## config.mk

```make
export PLATFORM = sky130hd
export DESIGN_NAME = dhcp_option_tag_scanner
export DESIGN_NICKNAME = d
export VERILOG_FILES = /design/src/rtl/dots_pkg.sv /design/src/rtl/dhcp_option_tag_scanner.sv /design/src/rtl/dots_csr.sv /design/src/rtl/dots_scan.sv /design/src/rtl/dots_emit.sv
export SDC_FILE = /design/constraint.sdc
export NUM_CORES = 1
export LEC_CHECK = 0
export BUFFER_PORTS_ARGS = -buffer_cell sky130_fd_sc_hd__buf_2
export CAP_MARGIN = 30
export CORE_AREA = 2 2 163 165
export DETAILED_ROUTE_END_ITERATION = 6
export DIE_AREA = 0 0 165 167
export PLACE_DENSITY = 0.66
export REMOVE_ABC_BUFFERS = 1
export SYNTH_ARGS = -nofsm -noshare
export SYNTH_HDL_FRONTEND = slang
export SYNTH_HIERARCHICAL = 1
export SYNTH_SLANG_ARGS = --single-unit
```

## constraint.sdc

```tcl
create_clock -name clock -period 12.54 [get_ports clock]
set_input_delay 0.627 -clock clock [delete_from_list [all_inputs] [get_ports clock]]
set_output_delay 0.627 -clock clock [all_outputs]
set_load 0.01 [all_outputs]
```

## src/rtl/dots_pkg.sv

```systemverilog
// ----------------------------------------------------------------------------
// DHCP option tag scanner package
// Word types, field widths and option tag codes shared by the scanner files.
// ----------------------------------------------------------------------------
package dots_pkg;

   localparam int BYTE_W     = 8;
   localparam int POS_W      = 11;
   localparam int OFFSET_W   = 10;
   localparam int SLOT_W     = 3;
   localparam int WANTED_W   = 56;
   localparam int WANTED_SLOTS = WANTED_W / BYTE_W;

   localparam logic [BYTE_W-1:0] TAG_PAD = 8'h00;
   localparam logic [BYTE_W-1:0] TAG_END = 8'hFF;
   localparam logic [POS_W-1:0]  TLV_HEADER_BYTES = 11'd2;

   localparam logic [WANTED_W-1:0] WANTED_RESET = 56'd1762775746819085;

   localparam int CSR_ADDR_W = 4;
   localparam int CSR_DATA_W = 64;

   // Register index, taken from the upper address bit (8-byte register stride).
   localparam logic CSR_IDX_WANTED_TAGS = 1'b0;

   typedef struct packed {
      logic [BYTE_W-1:0] option_byte;
      logic              final_byte;
   } req_word_type;

   typedef struct packed {
      logic [SLOT_W-1:0]   tag_slot;
      logic                tag_present;
      logic [OFFSET_W-1:0] option_offset;
      logic                last_of_run;
   } rsp_word_type;

endpackage

```

## src/rtl/dhcp_option_tag_scanner.sv

```systemverilog
// ----------------------------------------------------------------------------
// DHCP option tag scanner
// Walks a DHCPv4 option chain byte by byte and reports where wanted tags start.
// ----------------------------------------------------------------------------
// While req_stall is low, the scanner takes one options byte per cycle on
// the req_ channel, with final_byte set on the last byte of the buffer. A
// byte lands in an input register, and the chain logic behind it follows the
// tag/length/value walk: a pad tag moves the next option start on by one
// byte, the end tag stops the scan, and any other tag moves it on by its
// length plus two. For each wanted tag slot the offset of the first option
// start carrying that tag is kept. When the final byte has been handled, all
// slot results move into a result bank and the chain state clears, so the
// next buffer can follow in the very next cycle. The bank sends one word per
// slot, slot zero first, with last_of_run set on the last slot. Bytes of a
// new buffer are taken at one per cycle while the bank sends; only that
// buffer's final byte waits in the input register until the bank has sent
// its last word. The bank can take the next buffer's results only in the
// cycle after its last word has left. The final byte passes through the input
// register and the result bank before the first result word is registered at
// the output. Bytes at offsets of MAX_OPTION_BYTES and beyond, and bytes
// after the end tag, are ignored.
// The wanted tags sit in one 56-bit register at byte address 0, slot k in bits
// 8k+7 down to 8k; write it only while the scanner is idle.
// ----------------------------------------------------------------------------
module dhcp_option_tag_scanner #(
   parameter int NUM_TAG_SLOTS    = 7,
   parameter int MAX_OPTION_BYTES = 1024
) (
   input  logic                              clock,
   input  logic                              reset,
   input  logic                              req_valid,
   output logic                              req_stall,
   input  dots_pkg::req_word_type            req_word,
   output logic                              rsp_valid,
   input  logic                              rsp_stall,
   output dots_pkg::rsp_word_type            rsp_word,
   input  logic                              csr_psel,
   input  logic                              csr_penable,
   input  logic                              csr_pwrite,
   input  logic [dots_pkg::CSR_ADDR_W-1:0]   csr_paddr,
   input  logic [dots_pkg::CSR_DATA_W-1:0]   csr_pwdata,
   output logic [dots_pkg::CSR_DATA_W-1:0]   csr_prdata,
   output logic                              csr_pready
);

   logic [dots_pkg::WANTED_W-1:0]  wanted_tags;
   logic                           bank_busy;
   logic                           bank_load;
   logic [NUM_TAG_SLOTS-1:0]       bank_found;
   logic [dots_pkg::OFFSET_W-1:0]  bank_offset [NUM_TAG_SLOTS];

   // Wanted-tag register behind the APB-style port.
   dots_csr u_csr (
      .clock       (clock),
      .reset       (reset),
      .csr_psel    (csr_psel),
      .csr_penable (csr_penable),
      .csr_pwrite  (csr_pwrite),
      .csr_paddr   (csr_paddr),
      .csr_pwdata  (csr_pwdata),
      .csr_prdata  (csr_prdata),
      .csr_pready  (csr_pready),
      .wanted_tags (wanted_tags)
   );

   // Input register and the chain walk; hands a finished buffer to the bank.
   dots_scan #(
      .NUM_TAG_SLOTS    (NUM_TAG_SLOTS),
      .MAX_OPTION_BYTES (MAX_OPTION_BYTES)
   ) u_scan (
      .clock       (clock),
      .reset       (reset),
      .req_valid   (req_valid),
      .req_stall   (req_stall),
      .req_word    (req_word),
      .wanted_tags (wanted_tags),
      .bank_busy   (bank_busy),
      .bank_load   (bank_load),
      .bank_found  (bank_found),
      .bank_offset (bank_offset)
   );

   // Result bank and output register, one slot word per cycle while rsp_stall is low.
   dots_emit #(
      .NUM_TAG_SLOTS (NUM_TAG_SLOTS)
   ) u_emit (
      .clock       (clock),
      .reset       (reset),
      .bank_load   (bank_load),
      .bank_found  (bank_found),
      .bank_offset (bank_offset),
      .bank_busy   (bank_busy),
      .rsp_valid   (rsp_valid),
      .rsp_stall   (rsp_stall),
      .rsp_word    (rsp_word)
   );

endmodule

```

## src/rtl/dots_csr.sv

```systemverilog
// ----------------------------------------------------------------------------
// DHCP option tag scanner register port
// APB-style access to the packed wanted-tag register.
// ----------------------------------------------------------------------------
module dots_csr (
   input  logic                              clock,
   input  logic                              reset,
   input  logic                              csr_psel,
   input  logic                              csr_penable,
   input  logic                              csr_pwrite,
   input  logic [dots_pkg::CSR_ADDR_W-1:0]   csr_paddr,
   input  logic [dots_pkg::CSR_DATA_W-1:0]   csr_pwdata,
   output logic [dots_pkg::CSR_DATA_W-1:0]   csr_prdata,
   output logic                              csr_pready,
   output logic [dots_pkg::WANTED_W-1:0]     wanted_tags
);

   logic [dots_pkg::WANTED_W-1:0] wanted_ff;
   logic [dots_pkg::WANTED_W-1:0] wanted_in;
   logic                          hit_wanted;

   assign csr_pready = 1'b1;
   assign hit_wanted = (csr_paddr[dots_pkg::CSR_ADDR_W-1] == dots_pkg::CSR_IDX_WANTED_TAGS);

   always_comb begin
      wanted_in = wanted_ff;
      if (csr_psel && csr_penable && csr_pwrite && hit_wanted) begin
         wanted_in = csr_pwdata[dots_pkg::WANTED_W-1:0];
      end
   end

   always_ff @(posedge clock) begin
      if (reset) begin
         wanted_ff <= dots_pkg::WANTED_RESET;
      end else begin
         wanted_ff <= wanted_in;
      end
   end

   always_comb begin
      csr_prdata = '0;
      if (hit_wanted) begin
         csr_prdata = dots_pkg::CSR_DATA_W'(wanted_ff);
      end
   end

   assign wanted_tags = wanted_ff;

endmodule

```

## src/rtl/dots_scan.sv

```systemverilog
// ----------------------------------------------------------------------------
// DHCP option tag scanner chain walker
// Input register and the option chain state, one byte handled per cycle unless a final byte waits for the bank.
// ----------------------------------------------------------------------------
module dots_scan #(
   parameter int NUM_TAG_SLOTS    = 7,
   parameter int MAX_OPTION_BYTES = 1024
) (
   input  logic                              clock,
   input  logic                              reset,
   input  logic                              req_valid,
   output logic                              req_stall,
   input  dots_pkg::req_word_type            req_word,
   input  logic [dots_pkg::WANTED_W-1:0]     wanted_tags,
   input  logic                              bank_busy,
   output logic                              bank_load,
   output logic [NUM_TAG_SLOTS-1:0]          bank_found,
   output logic [dots_pkg::OFFSET_W-1:0]     bank_offset [NUM_TAG_SLOTS]
);

   localparam logic [dots_pkg::POS_W-1:0] POS_LIMIT = dots_pkg::POS_W'(MAX_OPTION_BYTES);

   logic                           in_valid_ff;
   logic                           in_valid_in;
   dots_pkg::req_word_type         in_word_ff;
   logic                           advance;

   logic [dots_pkg::POS_W-1:0]     pos_ff, pos_in, pos_scan;
   logic [dots_pkg::POS_W-1:0]     next_ff, next_in, next_scan;
   logic                           expect_ff, expect_in, expect_scan;
   logic                           ended_ff, ended_in, ended_scan;
   logic [NUM_TAG_SLOTS-1:0]       found_ff, found_in;
   logic [dots_pkg::OFFSET_W-1:0]  offset_ff [NUM_TAG_SLOTS];
   logic [dots_pkg::OFFSET_W-1:0]  offset_in [NUM_TAG_SLOTS];
   logic [dots_pkg::BYTE_W-1:0]    slot_tag  [NUM_TAG_SLOTS];
   logic [dots_pkg::BYTE_W-1:0]    cur_byte;

   // Slots beyond the packed register look for the pad tag.
   for (genvar k = 0; k < NUM_TAG_SLOTS; k++) begin : g_tag
      if (k < dots_pkg::WANTED_SLOTS) begin : g_reg
         assign slot_tag[k] = wanted_tags[k*dots_pkg::BYTE_W +: dots_pkg::BYTE_W];
      end else begin : g_pad
         assign slot_tag[k] = dots_pkg::TAG_PAD;
      end
   end

   // A final byte waits in the input register until the result bank is free.
   assign advance   = in_valid_ff && !(in_word_ff.final_byte && bank_busy);
   assign req_stall = in_valid_ff && !advance;
   assign cur_byte  = in_word_ff.option_byte;

   always_comb begin
      in_valid_in = in_valid_ff;
      if (req_valid && !req_stall) begin
         in_valid_in = 1'b1;
      end else if (advance) begin
         in_valid_in = 1'b0;
      end
   end

   always_ff @(posedge clock) begin
      if (reset) begin
         in_valid_ff <= 1'b0;
      end else begin
         in_valid_ff <= in_valid_in;
      end
   end

   always_ff @(posedge clock) begin
      if (req_valid && !req_stall) begin
         in_word_ff <= req_word;
      end
   end

   always_comb begin
      pos_scan    = pos_ff;
      next_scan   = next_ff;
      expect_scan = expect_ff;
      ended_scan  = ended_ff;
      found_in    = found_ff;
      offset_in   = offset_ff;
      if (advance && (pos_ff < POS_LIMIT)) begin
         pos_scan = pos_ff + 1'b1;
         if (!ended_ff) begin
            if (expect_ff) begin
               // The option's tag sat one byte back, so the header adds one here.
               next_scan   = pos_ff + dots_pkg::POS_W'(cur_byte)
                             + (dots_pkg::TLV_HEADER_BYTES - 1'b1);
               expect_scan = 1'b0;
            end else if (pos_ff == next_ff) begin
               if (cur_byte == dots_pkg::TAG_END) begin
                  ended_scan = 1'b1;
               end else begin
                  for (int k = 0; k < NUM_TAG_SLOTS; k++) begin
                     if (!found_ff[k] && (slot_tag[k] == cur_byte)) begin
                        found_in[k]  = 1'b1;
                        offset_in[k] = pos_ff[dots_pkg::OFFSET_W-1:0];
                     end
                  end
                  if (cur_byte == dots_pkg::TAG_PAD) begin
                     next_scan = pos_ff + 1'b1;
                  end else begin
                     expect_scan = 1'b1;
                  end
               end
            end
         end
      end
   end

   assign bank_load   = advance && in_word_ff.final_byte;
   assign bank_found  = found_in;
   assign bank_offset = offset_in;

   always_comb begin
      pos_in    = pos_scan;
      next_in   = next_scan;
      expect_in = expect_scan;
      ended_in  = ended_scan;
      if (bank_load) begin
         pos_in    = '0;
         next_in   = '0;
         expect_in = 1'b0;
         ended_in  = 1'b0;
      end
   end

   always_ff @(posedge clock) begin
      if (reset) begin
         pos_ff    <= '0;
         next_ff   <= '0;
         expect_ff <= 1'b0;
         ended_ff  <= 1'b0;
         found_ff  <= '0;
      end else begin
         pos_ff    <= pos_in;
         next_ff   <= next_in;
         expect_ff <= expect_in;
         ended_ff  <= ended_in;
         found_ff  <= bank_load ? '0 : found_in;
      end
   end

   always_ff @(posedge clock) begin
      offset_ff <= offset_in;
   end

endmodule

```

## src/rtl/dots_emit.sv

```systemverilog
// ----------------------------------------------------------------------------
// DHCP option tag scanner result emitter
// Holds one buffer's slot results and sends them out one word per cycle while rsp_stall is low.
// ----------------------------------------------------------------------------
module dots_emit #(
   parameter int NUM_TAG_SLOTS = 7
) (
   input  logic                              clock,
   input  logic                              reset,
   input  logic                              bank_load,
   input  logic [NUM_TAG_SLOTS-1:0]          bank_found,
   input  logic [dots_pkg::OFFSET_W-1:0]     bank_offset [NUM_TAG_SLOTS],
   output logic                              bank_busy,
   output logic                              rsp_valid,
   input  logic                              rsp_stall,
   output dots_pkg::rsp_word_type            rsp_word
);

   localparam int IDX_W = (NUM_TAG_SLOTS > 1) ? $clog2(NUM_TAG_SLOTS) : 1;
   localparam logic [IDX_W-1:0] IDX_LAST = IDX_W'(NUM_TAG_SLOTS - 1);

   logic                           bank_valid_ff, bank_valid_in;
   logic [NUM_TAG_SLOTS-1:0]       found_ff;
   logic [dots_pkg::OFFSET_W-1:0]  offset_ff [NUM_TAG_SLOTS];
   logic [IDX_W-1:0]               idx_ff, idx_in;
   logic                           rsp_valid_ff, rsp_valid_in;
   dots_pkg::rsp_word_type         rsp_word_ff, rsp_word_in;
   logic                           move;
   logic                           is_last;

   assign move    = bank_valid_ff && (!rsp_valid_ff || !rsp_stall);
   assign is_last = (idx_ff == IDX_LAST);

   always_comb begin
      bank_valid_in = bank_valid_ff;
      idx_in        = idx_ff;
      rsp_valid_in  = rsp_valid_ff;
      rsp_word_in   = rsp_word_ff;
      if (move) begin
         rsp_valid_in              = 1'b1;
         rsp_word_in.tag_slot      = dots_pkg::SLOT_W'(idx_ff);
         rsp_word_in.tag_present   = found_ff[idx_ff];
         rsp_word_in.option_offset = found_ff[idx_ff] ? offset_ff[idx_ff] : '0;
         rsp_word_in.last_of_run   = is_last;
         if (is_last) begin
            bank_valid_in = 1'b0;
            idx_in        = '0;
         end else begin
            idx_in = idx_ff + 1'b1;
         end
      end else if (rsp_valid_ff && !rsp_stall) begin
         rsp_valid_in = 1'b0;
      end
      if (bank_load) begin
         bank_valid_in = 1'b1;
      end
   end

   always_ff @(posedge clock) begin
      if (reset) begin
         bank_valid_ff <= 1'b0;
         idx_ff        <= '0;
         rsp_valid_ff  <= 1'b0;
      end else begin
         bank_valid_ff <= bank_valid_in;
         idx_ff        <= idx_in;
         rsp_valid_ff  <= rsp_valid_in;
      end
   end

   always_ff @(posedge clock) begin
      rsp_word_ff <= rsp_word_in;
      if (bank_load) begin
         found_ff  <= bank_found;
         offset_ff <= bank_offset;
      end
   end

   assign bank_busy = bank_valid_ff;
   assign rsp_valid = rsp_valid_ff;
   assign rsp_word  = rsp_word_ff;

endmodule

```

---- Yosys cells after proc, flatten, opt, wreduce, memory -nomap -nowiden ----
Index checks and enable logic that the tools add are counted.
word-level totals
  input bits .............................. 84
  word-level logic and storage cells ...... 144
  memory bits (read-only) ................. 0
  register bits after elaboration ......... 264
  output and inout port bits .............. 82
  memories kept ........................... 0
  memory bits (writable) .................. 0
  latch bits .............................. 0
cells by class
  order comparisons ....................... 3
  equal/unequal tests ..................... 11
  div/mod/pow operators ................... 0
  shift operators ......................... 0
  bitwise operators ....................... 3
  add/subtract/negate cells ............... 4
  muxes and demuxes ....................... 50
  reductions and logical operators ........ 42
  $mul .................................... 0
operators with widths
  kind                     count
  $mux W70                 5
  $mux W10                 9
  $eq A8 B8 Y1             7
  $mux W56                 1
  $mux W11                 4
  $mux W7                  5
  $bmux W10 S3             1
  $mux W1                  23
  $add A11 B1 Y11 const B  2
  $logic_and A1 B1 Y1      18
  $logic_not A1 Y1         12
  $reduce_bool A2 Y1       6
  $add A11 B8 Y11          1
  $eq A11 B11 Y1           1
  $lt A11 B11 Y1 const B   1
  $eq A8 B8 Y1 const B     1
  $logic_not A8 Y1         1
  $reduce_and A5 Y1        1
  $ge A4 B4 Y1 const B     1
  $lt A3 B4 Y1 const B     1
  $not A3 Y4               1
  $reduce_and A2 Y1        2
  $add A3 B1 Y3 const B    1
  $bmux W1 S3              1
  other kinds (6)          7

---- Longest topological paths before layout ----
  word-level depth ........................ 8
  depth in mapped cells ................... 11
  gate-level depth less buffers ........... 10

---- Hierarchy ----
The synthesis kept the hierarchy.
by module, submodules not included
  module     seq. area each (µm²)  instances  cells an instance  area each (µm²)
  dots_scan  2312.2                1          506                5205.0
  dots_emit  2862.7                1          194                3662.3
  dots_csr   1121.1                1          317                2855.2

---- Worst setup path after synthesis ----
OpenSTA, ideal clock, no wires.
  path type ............................... register -> register
  start point ............................. register u_scan/in_word_ff[0] (netlist bit)
  end point ............................... register u_scan/next_ff[1] (netlist bit)
  data arrival time ....................... 4646 ps
  cell stages (with the launch flop) ...... 7
  data required time ...................... 12401 ps
  buffers on the path ..................... 2
  setup slack ............................. 7755 ps
  period minus slack after synthesis ...... 4785 ps
  setup time .............................. 139 ps
  cells stage by stage .................... edfxtp_1 nand2_1 nor2_1 or2_2 clkbuf_1 clkbuf_1 a211oi_1
between the ends
  longest elaborated chain between the ends .. 5
  elaborated cells on any way between the ends .. 7
  those cells by class .................... reduce/logical: 7
ends and longest elaborated chain
  item                                 line                           text
  start: declaration                   dots_scan.sv:25                dots_pkg::req_word_type in_word_ff;
  start signal: assignment             dots_scan.sv:71                in_word_ff <= req_word;
  $logic_and A1 B1 Y1                  dots_scan.sv:48                assign advance = in_valid_ff && !(in_word_ff.final_byte && bank_busy);
  $logic_not A1 Y1                     dots_scan.sv:48
  $logic_and A1 B1 Y1                  dots_scan.sv:48
  $logic_and A1 B1 Y1 *                dots_scan.sv:111               assign bank_load = advance && in_word_ff.final_byte;
  net bank_load                        dhcp_option_tag_scanner.sv:48  logic bank_load;
  $reduce_or A2 Y1 (no source line) *  -
  end signal: assignment               dots_scan.sv:137               next_ff <= next_in;
  end: declaration                     dots_scan.sv:29                logic [dots_pkg::POS_W-1:0] next_ff, next_in, next_scan;
The timed path passes the listed nets; every way through them passes the cells marked *.
A chain may end at the register's enable or synchronous reset.

==> out/metrics.cfg <==
[status]
status = complete, no violations

[synth]
synthMuxAreaShare = 0.150
synth_cells = 1017
synth_seq_area_share = 0.537
synth_area_um2 = 11700
yosys.area_share.simple = 0.149
synth_warnings = 6
async_reset_ff_frac = 0
synth_seq_cells = 264
syn_area_per_cell_um2 = 11.5
synth_area_leaders = dfxtp_1 28%, edfxtp_1 26%, mux2_2 7.5%
synth-compound-area-share = 0.0441
synth_edf_count = 101
synthFlopType = dfxtp_1
yosysUniqueCellTypes = 51
yosysTopAreaCell = dfxtp_1
synthAdderAreaFrac = 0.0113
synth-xor-area-share = 0.0680
synth_top_family_by_area = multiplexers
synth_top_area_frac = 0.278

[clocking]
clk_pin_slew_worst_paths_ps = 60
root_buffer = clkbuf_16
cts_tree = built
cts_hold_buf = 0
clk_path_buf_depth = 3
clk_latency_ps = 530
post_cts_buffers = 0
cts.htree.levels = 1
numCtsBuffers = 28
cts.sinks = 264
cts_resized = 0

[timing]
timing.final.crit_share = 0.284
clock.fmax_mhz = 281
fin_skew_ps = 10.7
setup_viol = 0
finalMaxSlewViolations = 0
tns_ps = 0
finalCriticalPeriod_ps = 3560
maxSlewHeadroom = 0.332
rsz0062_at_grt = false
hold_viol = 0
worst_pin_slew_ps = 999

[place]
place_congestion = 0.832
hpwl_um = 16400
io_buffers = 145

[worst_setup_path]
max_stage_delay_ps = 740
crit_fanout = 14
setup.worst_path.end_class = register
crit_type = reg -> reg
worstPathRequired_ps = 12820
crit_chain = xor2_1 -> nor4_1 -> nand4_1 -> or2_1 -> or3_1 -> mux2_4
worstPathArrival_ps = 3840
startpoint_type = register
critical_path.slowest_cell = dfxtp_1

[drt]
drc = 0
firstDrtPassIters = 5
routed_wl_um = 25700
antenna_left = 0
viasPerCell = 5.08
wire_per_inst_um = 17.3
drt_iter0_markers = 402
num_vias = 7537

[cells_and_area]
layout.nets = 1221
fillCellCount = 2252
final_layout_size_suffix_gt1_frac = 0.252
area_growth_pct = 14.7
layout_commonest_cell = dfxtp_1
layout_common_cells = 162 x dfxtp_1, 145 x buf_2, 101 x edfxtp_1
seqCellArea_um2 = 6300
multi_input_area_um2 = 5000

[power]
leakage_nw = 5.23
powerDensity_nw_per_um2 = 135
vdd_drop_max_v = 0.0000879
p_total_mw = 1.82

[die]
die-area_um2 = 27600
die_x_um = 165
start_util = 0.455
die_h_um = 167
core_area_um2 = 25800
ios = 166
rows = 59

[run]
drv_cap = 0

[grt]
grt.total_usage = 0.187
grt-ovfl-total = 0
grt_max_degree = 76
grt_pass1_vias = 7575
grt_pass1_wl_um = 40900
antenna_found_initial = 3

[min_path]
hold_path_class = in -> reg

-- metrics by stage --
step | hold slack (ps) | instance area (um^2) | worst slack, ps | cells | utilization
2_1_floorplan | 427 | 11300 | 7850 | 945 | -
6_report | 268 | 13400 | 8980 | 1485 | 0.522
4_1_cts | 247 | 13400 | 9010 | 1483 | 0.522
5_1_grt | 251 | 13400 | 8830 | 1483 | 0.522
3_5_place_dp | 453 | 12600 | 9030 | 1432 | 0.487
3_3_place_gp | 438 | 12500 | 9060 | 1430 | 0.486
-- cell usage after synthesis (all sizes together), types with 4 or more instances --
cell,count
a211oi,4
a21oi,16
a32oi,10
and2,8
and3,6
buf,30
clkbuf,49
dfxtp,163
edfxtp,101
ha,9
inv,10
mux2,89
mux2i,69
nand2,34
nand2b,67
nand3,19
nand4,8
nor2,81
nor2b,63
nor3,6
nor4,16
o211ai,13
o21ai,12
o21bai,7
or4,9
xnor2,14
xor2,77
-- cell type report --
type,count,area share
sequential,264,0.468
multi-input combinational,671,0.372
clock buffer,38,0.0604
timing repair buffer,152,0.0594
tap,335,0.0312
clock inverter,13,0.00549
inverter,10,0.00279
antenna,2,0.000372
-- report_power, final --
| group | switching (mW) | internal (mW) | total [mW] |
|---|---|---|---|
| combinational | 0.0607 | 0.0459 | 0.107 |
| clock | 0.333 | 0.454 | 0.787 |
| sequential | 0.0179 | 0.906 | 0.924 |
-- critical path: cells and delay by family, from the launching register on --
family        cells  cell delay (ps)
xor+xnor          1              140
flops             1              740
mux               1              430
simple gates      4             1980
-- per-layer routing --
layer,track usage,part of all wire
met3,0.0506,0.065
met5,0,0.0013
met1,0.253,0.46
met4,0.0382,0.018
met2,0.299,0.46
-- final timing paths --
| check | startpoint | end | slack (ps) | cells after the start |
|---|---|---|---|---|
| min | req_word[4] | u_scan/cur_byte[3]$_DFFE_PP_ | 270 | 1 |
| max | u_scan/pos_ff[3]$_SDFFE_PP0P_ | u_emit/offset_ff[61]$_DFFE_PP_ | 8980 | 6 |
| max reg2reg | u_scan/pos_ff[3]$_SDFFE_PP0P_ | u_emit/offset_ff[61]$_DFFE_PP_ | 8980 | 6 |
| min reg2reg | u_scan/offset_ff[30]$_DFF_P_ | u_scan/offset_ff[30]$_DFF_P_ | 460 | 2 |
-- sequential cells by signal, indices dropped and copies added, names as in the netlist, 8 cells and up --
name	flops
u_scan/offset_ff	70
u_scan/cur_byte	8
u_scan/pos_ff	11
u_scan/next_ff	11
u_csr/wanted_tags	56
u_emit/rsp_word	15
u_emit/offset_ff	70
-- kinds of logic (layout without fill, tap and decap cells) --
kind of cell	count (synthesis)	count (layout)
and+or+nand+nor	327	327
muxes	159	159
other	2	11
AOI/OAI and AO/OA	75	75
adders and majority gates	10	10
xor gates and xnor gates	91	91
DFF	264	264
buffers and inverters	89	213
(Power assumes the default switching activity.)
